File: config.mk
export PLATFORM = sky130hd
export DESIGN_NAME = binary_to_seven_segment_display
export DESIGN_NICKNAME = d
export VERILOG_FILES = /design/src/sv/b2ss_pkg.sv /design/src/sv/binary_to_seven_segment_display.sv /design/src/sv/b2ss_cell.sv /design/src/sv/b2ss_out.sv
export SDC_FILE = /design/constraint.sdc
export NUM_CORES = 1
export LEC_CHECK = 0
export ABC_AREA = 1
export BUFFER_PORTS_ARGS = -buffer_cell sky130_fd_sc_hd__buf_2
export CAP_MARGIN = 30
export CORE_MARGIN = 2
export CORE_UTILIZATION = 50
export DETAILED_ROUTE_END_ITERATION = 6
export GPL_TIMING_DRIVEN = 0
export PLACE_DENSITY = 0.67
export SLEW_MARGIN = 20
export SYNTH_ARGS = -nofsm -noshare
export SYNTH_HDL_FRONTEND = slang
export SYNTH_SLANG_ARGS = --single-unit
export TNS_END_PERCENT = 100
File: constraint.sdc
create_clock -name clk -period 4.7 [get_ports clk]
set_input_delay 0.94 -clock clk [delete_from_list [all_inputs] [get_ports clk]]
set_output_delay 0.94 -clock clk [all_outputs]
set_load 0.01 [all_outputs]
File: src/sv/b2ss_pkg.sv
// Shared types, constants and the segment table for the binary to seven-segment encoder.
`timescale 1ns / 1ps
`default_nettype none
package b2ss_pkg;

  localparam int unsigned ValueW    = 16;
  localparam int unsigned DigitW    = 4;
  localparam int unsigned NumDigits = 4;
  localparam int unsigned BcdW      = DigitW * NumDigits;
  localparam int unsigned AccW      = BcdW + ValueW;
  localparam int unsigned NumSteps  = ValueW;
  localparam int unsigned SegW      = 8;

  localparam logic [ValueW-1:0] SatMax    = 16'd9999;
  localparam logic [DigitW-1:0] AddLimit  = 4'd5;
  localparam logic [DigitW-1:0] AddAdjust = 4'd3;
  localparam logic [SegW-1:0]   PointBit  = 8'h80;

  // One item moving along the conversion chain.
  typedef struct packed {
    logic [AccW-1:0] acc;
    logic            point;
  } b2ss_item_t;

  // Bit 0 is the top segment, then clockwise, bit 6 is the middle one.
  function automatic logic [SegW-1:0] seg_encode(input logic [DigitW-1:0] digit);
    logic [SegW-1:0] seg;
    unique case (digit)
      4'h0: seg = 8'h3F;
      4'h1: seg = 8'h06;
      4'h2: seg = 8'h5B;
      4'h3: seg = 8'h4F;
      4'h4: seg = 8'h66;
      4'h5: seg = 8'h6D;
      4'h6: seg = 8'h7D;
      4'h7: seg = 8'h07;
      4'h8: seg = 8'h7F;
      4'h9: seg = 8'h6F;
      4'hA: seg = 8'h5F;
      4'hB: seg = 8'h7C;
      4'hC: seg = 8'h58;
      4'hD: seg = 8'h5E;
      4'hE: seg = 8'h7B;
      default: seg = 8'h71;
    endcase
    return seg;
  endfunction

endpackage
`default_nettype wire

File: src/sv/binary_to_seven_segment_display.sv
// Top level of the binary to seven-segment encoder: saturation, dabble chain and output stage.
`timescale 1ns / 1ps
`default_nettype none
// A request carries a signed 16-bit value and a decimal-point flag; negative values and
// values above 9999 show as 9999. The value runs through a chain of 16 double-dabble cells,
// one shift-and-add-3 step per cell, and an output register that maps the digits to segment
// bytes; a request passes through the cells in order, then the output register. While the
// output is not stalled, every cell holds one request and hands it on each cycle, so a new
// request is taken every cycle; on a stall, empty cells still fill up before the input stops.
module binary_to_seven_segment_display (
  input  wire         clk,
  input  wire         rst,
  input  wire         s_tvalid,
  output logic        s_tready,
  input  wire  [23:0] s_tdata,   // [15:0] value, [16] show_point, [23:17] zero
  output logic        m_tvalid,
  input  wire         m_tready,
  output logic [47:0] m_tdata    // [7:0] seg_thousands, [15:8] seg_hundreds,
                                 // [23:16] seg_tens, [31:24] seg_units, [47:32] bcd_word
);
  import b2ss_pkg::*;

  logic [ValueW-1:0] value;
  logic [ValueW-1:0] sat_value;
  logic              show_point;

  logic       valid_c [NumSteps+1];
  logic       ready_c [NumSteps+1];
  b2ss_item_t item_c  [NumSteps+1];

  logic [SegW-1:0] seg_thousands;
  logic [SegW-1:0] seg_hundreds;
  logic [SegW-1:0] seg_tens;
  logic [SegW-1:0] seg_units;
  logic [BcdW-1:0] bcd_word;

  assign value      = s_tdata[ValueW-1:0];
  assign show_point = s_tdata[ValueW];

  // A negative value reads as a large unsigned number and so saturates as well.
  assign sat_value = (value[ValueW-1] || value > SatMax) ? SatMax : value;

  assign valid_c[0]      = s_tvalid;
  assign s_tready        = ready_c[0];
  assign item_c[0].acc   = {{BcdW{1'b0}}, sat_value};
  assign item_c[0].point = show_point;

  for (genvar i = 0; i < NumSteps; i++) begin : g_cell
    b2ss_cell u_cell (
      .clk       (clk),
      .rst       (rst),
      .in_valid  (valid_c[i]),
      .in_ready  (ready_c[i]),
      .in_item   (item_c[i]),
      .out_valid (valid_c[i+1]),
      .out_ready (ready_c[i+1]),
      .out_item  (item_c[i+1])
    );
  end

  b2ss_out u_out (
    .clk           (clk),
    .rst           (rst),
    .in_valid      (valid_c[NumSteps]),
    .in_ready      (ready_c[NumSteps]),
    .in_item       (item_c[NumSteps]),
    .out_valid     (m_tvalid),
    .out_ready     (m_tready),
    .seg_thousands (seg_thousands),
    .seg_hundreds  (seg_hundreds),
    .seg_tens      (seg_tens),
    .seg_units     (seg_units),
    .bcd_word      (bcd_word)
  );

  assign m_tdata = {bcd_word, seg_units, seg_tens, seg_hundreds, seg_thousands};

`ifndef SYNTHESIS
  // Saturation keeps every delivered digit a valid decimal digit.
  a_bcd_digits: assert property (@(posedge clk) disable iff (rst)
    m_tvalid |-> (m_tdata[35:32] < 4'd10) && (m_tdata[39:36] < 4'd10) &&
                 (m_tdata[43:40] < 4'd10) && (m_tdata[47:44] < 4'd10))
    else $error("BCD digit out of range");

  // Only the hundreds digit may carry the decimal point.
  a_point_place: assert property (@(posedge clk) disable iff (rst)
    m_tvalid |-> !m_tdata[7] && !m_tdata[23] && !m_tdata[31])
    else $error("decimal point on wrong digit");

  // With the output empty, nothing in the chain can block a new request.
  a_ready_empty: assert property (@(posedge clk) disable iff (rst)
    !m_tvalid |-> s_tready)
    else $error("input stalled while output is empty");

  // An accepted request always leaves the first cell occupied.
  a_first_cell: assert property (@(posedge clk) disable iff (rst)
    (s_tvalid && s_tready) |=> valid_c[1])
    else $error("accepted request lost in first cell");
`endif

endmodule
`default_nettype wire

File: src/sv/b2ss_cell.sv
// One double-dabble step: add 3 to every BCD digit of 5 or more, then shift left by one.
`timescale 1ns / 1ps
`default_nettype none
module b2ss_cell (
  input  wire                    clk,
  input  wire                    rst,
  input  wire                    in_valid,
  output logic                   in_ready,
  input  b2ss_pkg::b2ss_item_t   in_item,
  output logic                   out_valid,
  input  wire                    out_ready,
  output b2ss_pkg::b2ss_item_t   out_item
);
  import b2ss_pkg::*;

  logic            valid;
  b2ss_item_t      item;
  logic [AccW-1:0] adj;

  // Digits never exceed 9 here, so each add stays inside its own nibble.
  always_comb begin
    adj = in_item.acc;
    for (int d = 0; d < NumDigits; d++) begin
      if (in_item.acc[ValueW + DigitW*d +: DigitW] >= AddLimit) begin
        adj[ValueW + DigitW*d +: DigitW] = in_item.acc[ValueW + DigitW*d +: DigitW] + AddAdjust;
      end
    end
  end

  assign in_ready  = !valid || out_ready;
  assign out_valid = valid;
  assign out_item  = item;

  always_ff @(posedge clk) begin
    if (rst) begin
      valid <= 1'b0;
    end else if (in_ready) begin
      valid <= in_valid;
    end
  end

  always_ff @(posedge clk) begin
    if (in_ready && in_valid) begin
      item.acc   <= {adj[AccW-2:0], 1'b0};
      item.point <= in_item.point;
    end
  end

endmodule
`default_nettype wire

File: src/sv/b2ss_out.sv
// Output register: maps the four BCD digits to segment bytes and holds the result.
`timescale 1ns / 1ps
`default_nettype none
module b2ss_out (
  input  wire                        clk,
  input  wire                        rst,
  input  wire                        in_valid,
  output logic                       in_ready,
  input  b2ss_pkg::b2ss_item_t       in_item,
  output logic                       out_valid,
  input  wire                        out_ready,
  output logic [b2ss_pkg::SegW-1:0]  seg_thousands,
  output logic [b2ss_pkg::SegW-1:0]  seg_hundreds,
  output logic [b2ss_pkg::SegW-1:0]  seg_tens,
  output logic [b2ss_pkg::SegW-1:0]  seg_units,
  output logic [b2ss_pkg::BcdW-1:0]  bcd_word
);
  import b2ss_pkg::*;

  logic            valid;
  logic [BcdW-1:0] bcd;

  assign bcd       = in_item.acc[AccW-1 -: BcdW];
  assign in_ready  = !valid || out_ready;
  assign out_valid = valid;

  always_ff @(posedge clk) begin
    if (rst) begin
      valid <= 1'b0;
    end else if (in_ready) begin
      valid <= in_valid;
    end
  end

  always_ff @(posedge clk) begin
    if (in_ready && in_valid) begin
      seg_thousands <= seg_encode(bcd[3*DigitW +: DigitW]);
      seg_hundreds  <= seg_encode(bcd[2*DigitW +: DigitW]) | (in_item.point ? PointBit : '0);
      seg_tens      <= seg_encode(bcd[DigitW +: DigitW]);
      seg_units     <= seg_encode(bcd[0 +: DigitW]);
      bcd_word      <= bcd;
    end
  end

endmodule
`default_nettype wire
==> key figures, run 1 <==
STA
  • Unrepaired setup endpoints after global routing: no
  • Period utilisation layout: 0.731
  • Worst Skew: 0.0120 ns
  • Setup tns final: 0 ns
  • Hold WS: 0.402 ns
  • Post-route minimum period: 3.44 ns
  • FMAX: 0.291 GHz
  • Max_slew headroom: 0.392
  • Slew Limit Fails: 0
  • Final-report setup violation count: 0
  • Worst-margin pin slew: 0.902 ns
  • Final Hold Viols: 0

Final layout
  • Fillers: 2350
  • N_diodes: 0
  • Final instance area: 17900 sq um
  • Layout area overhead: 15.5%
  • NumNets Final: 1454
  • Fraction of final layout cells sized beyond drive strength 1: 0.140

Synth
  • Post-Synth Adder-Cell Area: 0.0800
  • Synth warnings: 0
  • Synth unique cells: 32
  • Sequential share of the synthesized area: 0.692
  • Syn Area/Cell: 12.8 sq um
  • Main combinational cell family by area after synthesis: compound AO/OA/AOI/OAI gates
  • Top-area cell type share of the netlist area: 0.661
  • Top-count cell post-synth: edfxtp_1
  • Largest cells by area after synthesis: edfxtp_1, ha_1, inv_1
  • Ys flop type: edfxtp_1
  • Mux cell area share after synthesis: 0
  • Ys async rst share: 0
  • Post-Synth XOR/XNOR Area: 0.0198
  • #FFs+latches synth: 365
  • Number of synthesized flops with an enable pin: 341
  • Synth Area in Simple Gates: 0.0781
  • Mapped cell area: 15500 sq um
  • Top cells by count, synth: edfxtp_1, inv_1, nor2_1, a21oi_1, nand2_1
  • Yosys top cell by area: edfxtp_1
  • Cells after Synth: 1211
  • Compound-Gate Fraction of Synth Area: 0.0803

Flow run
  • Max-cap violation count: 0

Setup path
  • Worst path required time: 3.76 ns
  • R2R depth: 13
  • R2r startpoint: g_cell[14].u_cell.out_item[21]
  • Reg-to-reg slack, setup: 1.72 ns
  • Kind of critical path: input port to output pin
  • Worst EP arrival: 2.50 ns
  • CP Capture Type: output pin
  • CP max FO: 4
  • Startpoint types: input port

Clock tree
  • CTS tree: done
  • TritonCTS buffer count: 38
  • Root Buffer: clkbuf_16
  • Hold-fix buffers, CTS: 0
  • Clk buf depth: 3
  • H-tree depth: 2
  • PostCTS Resize Cnt: 0
  • Reg clk slew, reported paths: 0.06 ns
  • TritonCTS Sinks: 365
  • Postcts setup bufs: 0
  • Worst-Skew Late Latency: 0.52 ns

Floorplan
  • Area of the core: 30500 sq um
  • Chip height: 180 microns
  • Initial core utilization: 0.508
  • Chip Width: 180 microns
  • Die Area: 32400 sq um
  • Core Rows: 64
  • # IOs: 78

Placed design
  • I/O Buffers: 66
  • Placed cell area: 16400 sq um
  • Final HPWL DP: 14800 microns
  • Placer Congestion: 0.823

GRT
  • Largest net degree at the start of global routing: 28
  • First-pass GRT wire length: 35800 microns
  • Initial antenna violation count: 0
  • GRT Total Usage: 0.130
  • Global route overflow: 0
  • Vias in the first global route: 8628

Routing
  • Drt pass-1 iters: 4
  • DRC Markers: 0
  • WL/cell: 11.9 microns
  • Via density: 4.90
  • Antenna Nets Post-Route: 0
  • WL final: 20900 microns
  • Via count: 8598
  • Initial detailed-routing violation count: 440

Outcome
  • Outcome: finished clean

Hold path
  • Hold depth: 0
  • Hold endpoint: u_out.seg_hundreds[5]
  • Worst Hold Class: flip-flop to flip-flop

Power
  • Pwr dens: 390 nW/um^2
  • Pleak: 7.05 nW
  • Tot Pwr: 6.97 mW
  • VDD IR max: 298 uV
==> kinds of logic after synthesis <==
logic type	Yosys count
buffers and inverters	201
AO/OA/AOI/OAI	236
XOR/XNOR	35
adder cells (fa/ha/maj)	99
other	1
AND/OR/NAND/NOR	274
flip-flops	365
==> per-layer routing <==
metal	up-vias	wire, microns	global-route usage
met1	4033	7870	0.123
met2	140	11700	0.268
li1	4385	-	-
met4	0	486	0.0507
met3	40	805	0.0263
met5	-	0	0
==> flip-flops by register name (all words and copies together), names as in the netlist, named ones only <==
| name | cells |
|---|---|
| g_cell.u_cell.out_item | 296 |
| g_cell.u_cell.out_valid | 16 |
| u_out.bcd_word | 16 |
| u_out.out_valid | 1 |
| u_out.seg_hundreds | 8 |
| u_out.seg_tens | 7 |
| u_out.seg_thousands | 7 |
| u_out.seg_units | 7 |
==> cells in the final DEF (no fill, tap or decap), drive strengths merged, types with 12 or more instances in the layout <==
cell    count
a211oi     12
a21oi     109
buf        75
clkbuf     53
clkinv     12
dfxtp      24
edfxtp    341
ha         99
inv       192
nand2     102
nor2      134
o21ai      98
or2        27
xor2       35
==> through the flow <==
stage / util / cells / setup slack [ns]
after global routing: 0.586 / 1753 / 1.12
final: 0.586 / 1753 / 1.26
after floorplan: - / 1215 / 1.07
after global placement: 0.535 / 1677 / 0.345
after detailed placement: 0.539 / 1683 / 1.05
after CTS: 0.586 / 1753 / 1.25
==> worst max-delay path, cell delays in order <==
cell	delay (ns)
buf_2	0.10
inv_2	0.08
nand3_2	0.11
nor2_4	0.13
nand4_4	0.11
nor2_4	0.17
nand4_4	0.12
nor2_4	0.16
nand4_1	0.16
nor2_1	0.14
nand3_1	0.11
buf_2	0.15
==> area by class of cell <==
class | instances | area (sq um) | share of cell area
clock inverter | 23 | 365 | 0.0204
sequential | 365 | 10700 | 0.599
timing repair buffer | 72 | 414 | 0.0231
clock buffer | 47 | 1080 | 0.0603
buffer | 9 | 45.0 | 0.00252
tap | 396 | 495 | 0.0277
multi-input combinational | 649 | 4050 | 0.227
inverter | 192 | 721 | 0.0403
==> how the worst max path moves through the flow <==
stage,startpoint,endpoint,slack [ns],cells past startpoint
2_1_floorplan,m_tready,u_out.bcd_word[0],1.07,2
3_3_place_gp,m_tready,u_out.seg_hundreds[4],0.35,3
3_5_place_dp,m_tready,flip-flop,1.05,12
4_1_cts,m_tready,s_tready,1.25,12
5_1_grt,m_tready,s_tready,1.12,12
6_report,m_tready,s_tready,1.26,12
==> report_power, final <==
group / internal, mW / switching [mW] / leakage [nW]
clock network: 2.14 / 1.22 / 0.706
registers: 3.56 / 0.0118 / 3.29
logic: 0.0180 / 0.0320 / 3.05
total: 5.71 / 1.26 / 7.05
(Power assumes the default switching activity.)
==> run 2, diff against run 1 <==
- clock period: 4.7 -> 3.2 ns (I/O delays scaled with it)
==> run 2 against run 1 <==
Effect of this change: setup slack got worse by 0.99 ns; sequential share of layout area increased by 0.79 points; critical path depth decreased by 2; critical endpoint unchanged; largest cell class unchanged; largest power group unchanged.
==> key figures, run 2 (synthesis gave the netlist of run 1 again) <==
STA
  • Worst-margin pin slew: 0.899 ns (-0.00336 ns)
  • Final Hold Viols: 0 (unchanged)
  • Setup tns final: 0 ns (unchanged)
  • Slew Limit Fails: 0 (unchanged)
  • FMAX: 0.341 GHz
  • Worst Skew: 0.0155 ns (+0.00352 ns)
  • Final-report setup violation count: 0 (unchanged)
  • Max_slew headroom: 0.400 (+0.00795)
  • Period utilisation layout: 0.915
  • Post-route minimum period: 2.93 ns
  • Unrepaired setup endpoints after global routing: no
  • Hold WS: 0.295 ns (-0.107 ns)

Setup path
  • Buf/Inv on CP: 1 (-2)
  • Worst EP arrival: 2.29 ns (-0.21 ns)
  • Max incr delay on CP: 0.37 ns (+0.20 ns)
  • Slowest-stage cell, CP: dfxtp_2
  • Startpoint types: flip-flop
  • Kind of critical path: flip-flop to output pin
  • R2R depth: 10 (-3)
  • Worst setup endpoint: s_tready
  • Worst path required time: 2.56 ns (-1.20 ns)
  • WP depth: 10 (-2)
  • Top delay family on crit path: simple AND/OR/NAND/NOR gates
  • CP max FO: 4 (unchanged)
  • R2r startpoint: u_out.out_valid
  • Reg-to-reg slack, setup: 0.41 ns (-1.31 ns)
  • CP Cell Sequence: nand3_2, nor2_4, nand4_4, nor2_4, nand4_4, nor2_4, nand4_1, nor2_1, nand3_1, buf_2
  • Worst setup path startpoint: u_out.out_valid
  • Most numerous cell on the critical path: nor2_4
  • CP Capture Type: output pin

Power
  • Pleak: 6.93 nW (-1.7%)
  • VDD IR max: 585 uV (+96%)
  • Tot Pwr: 9.52 mW (+37%)
  • Pwr dens: 539 nW/um^2 (+38%)

Final layout
  • NumNets Final: 1455 (+0.069%)
  • Highest-count cells in the layout ignoring fill and taps: edfxtp_1, inv_1, nor2_1
  • Fillers: 2416 (+2.8%)
  • N_diodes: 0 (unchanged)
  • Fraction of final layout cells sized beyond drive strength 1: 0.138 (-0.00221)
  • Largest register FFs: 296 (unchanged)
  • Post-layout util: 0.579 (-0.00755)
  • Final instance area: 17700 sq um (-1.3%)
  • Layout area overhead: 14.0%
  • Most common cell after layout, fill and taps aside: edfxtp_1

Flow run
  • Max-cap violation count: 0 (unchanged)

Routing
  • Via density: 4.96 (+1.1%)
  • Via count: 8696 (+1.1%)
  • DRC Markers: 0 (unchanged)
  • Initial detailed-routing violation count: 350 (-20%)
  • WL final: 21400 microns (+2.4%)
  • Antenna Nets Post-Route: 0 (unchanged)
  • Drt pass-1 iters: 5 (+1)
  • WL/cell: 12.2 microns (+2.4%)

Clock tree
  • Root Buffer: clkbuf_16
  • H-tree depth: 2 (unchanged)
  • TritonCTS Sinks: 365 (unchanged)
  • Worst-Skew Late Latency: 0.52 ns (about the same)
  • TritonCTS buffer count: 38 (unchanged)
  • Hold-fix buffers, CTS: 0 (unchanged)
  • CTS tree: done
  • Reg clk slew, reported paths: 0.06 ns (about the same)
  • Clk buf depth: 3 (unchanged)

Floorplan
  • Chip height: 180 microns (unchanged)
  • Core Rows: 64 (unchanged)
  • Die Area: 32400 sq um (unchanged)
  • Chip Width: 180 microns (unchanged)
  • Area of the core: 30500 sq um (unchanged)
  • # IOs: 78 (unchanged)
  • Initial core utilization: 0.508 (unchanged)

Placed design
  • Placed cell area: 16400 sq um (unchanged)
  • Placer Congestion: 0.827 (+0.47%)
  • I/O Buffers: 66 (unchanged)
  • Final HPWL DP: 15000 microns (+1.7%)

GRT
  • Global route overflow: 0 (unchanged)
  • First-pass GRT wire length: 36500 microns (+1.9%)
  • Initial antenna violation count: 0 (unchanged)
  • GRT Total Usage: 0.132 (+0.00213)
  • Largest net degree at the start of global routing: 28 (unchanged)
  • Vias in the first global route: 8666 (+0.44%)

Hold path
  • Worst Hold Class: input port to flip-flop

Outcome
  • Outcome: finished clean
-- run 2: worst min path at each step --
stage	slack [ns]	cells after the start	end	startpoint
2_1_floorplan	0.39	0	u_out.seg_hundreds[0]	flip-flop
3_3_place_gp	0.39	0	u_out.seg_hundreds[5]	flip-flop
3_5_place_dp	0.39	0	u_out.seg_hundreds[0]	flip-flop
4_1_cts	0.27	1	g_cell[0].u_cell.out_item[0]	s_tdata[16]
5_1_grt	0.27	1	g_cell[0].u_cell.out_item[0]	s_tdata[16]
6_report	0.29	1	g_cell[0].u_cell.out_item[0]	s_tdata[16]
-- run 2: final cells by class --
class                      instances  area [sq um]  area share
multi-input combinational        649          4050       0.229
inverter                         192           724      0.0410
sequential                       365         10700       0.607
timing repair buffer              72           414      0.0234
timing repair inverter             1          5.00    0.000283
tap                              396           495      0.0281
clock inverter                    22           179      0.0101
buffer                             9          45.0     0.00255
clock buffer                      47          1020      0.0580
-- run 2: metrics by stage --
stage	setup slack, ns	std cells
after floorplan	0.651	1215
after global placement	-0.0532	1677
after detailed placement	-0.199	1683
after CTS	0.161	1752
after global routing	0.0601	1753
final	0.270	1753
-- run 2: timing repair --
item	4_1_cts	5_1_grt
endpoints found under the setup margin	0	3
gates resized for setup	0	4
buffers inserted	0	0
-- run 2: routing by layer --
layer | up-vias | global-route usage | wire [microns]
met3 | 47 | 0.0278 | 930
li1 | 4389 | - | -
met1 | 4095 | 0.127 | 7810
met4 | 0 | 0.0537 | 614
met5 | - | 0 | 0
met2 | 165 | 0.268 | 12000
-- run 2: power breakdown --
part           total, mW  switching, mW  leakage (nW)  internal, mW
clock               4.21           1.76         0.598          2.45
combinational     0.0742         0.0477          3.04        0.0265
sequential          5.24         0.0168          3.29          5.22
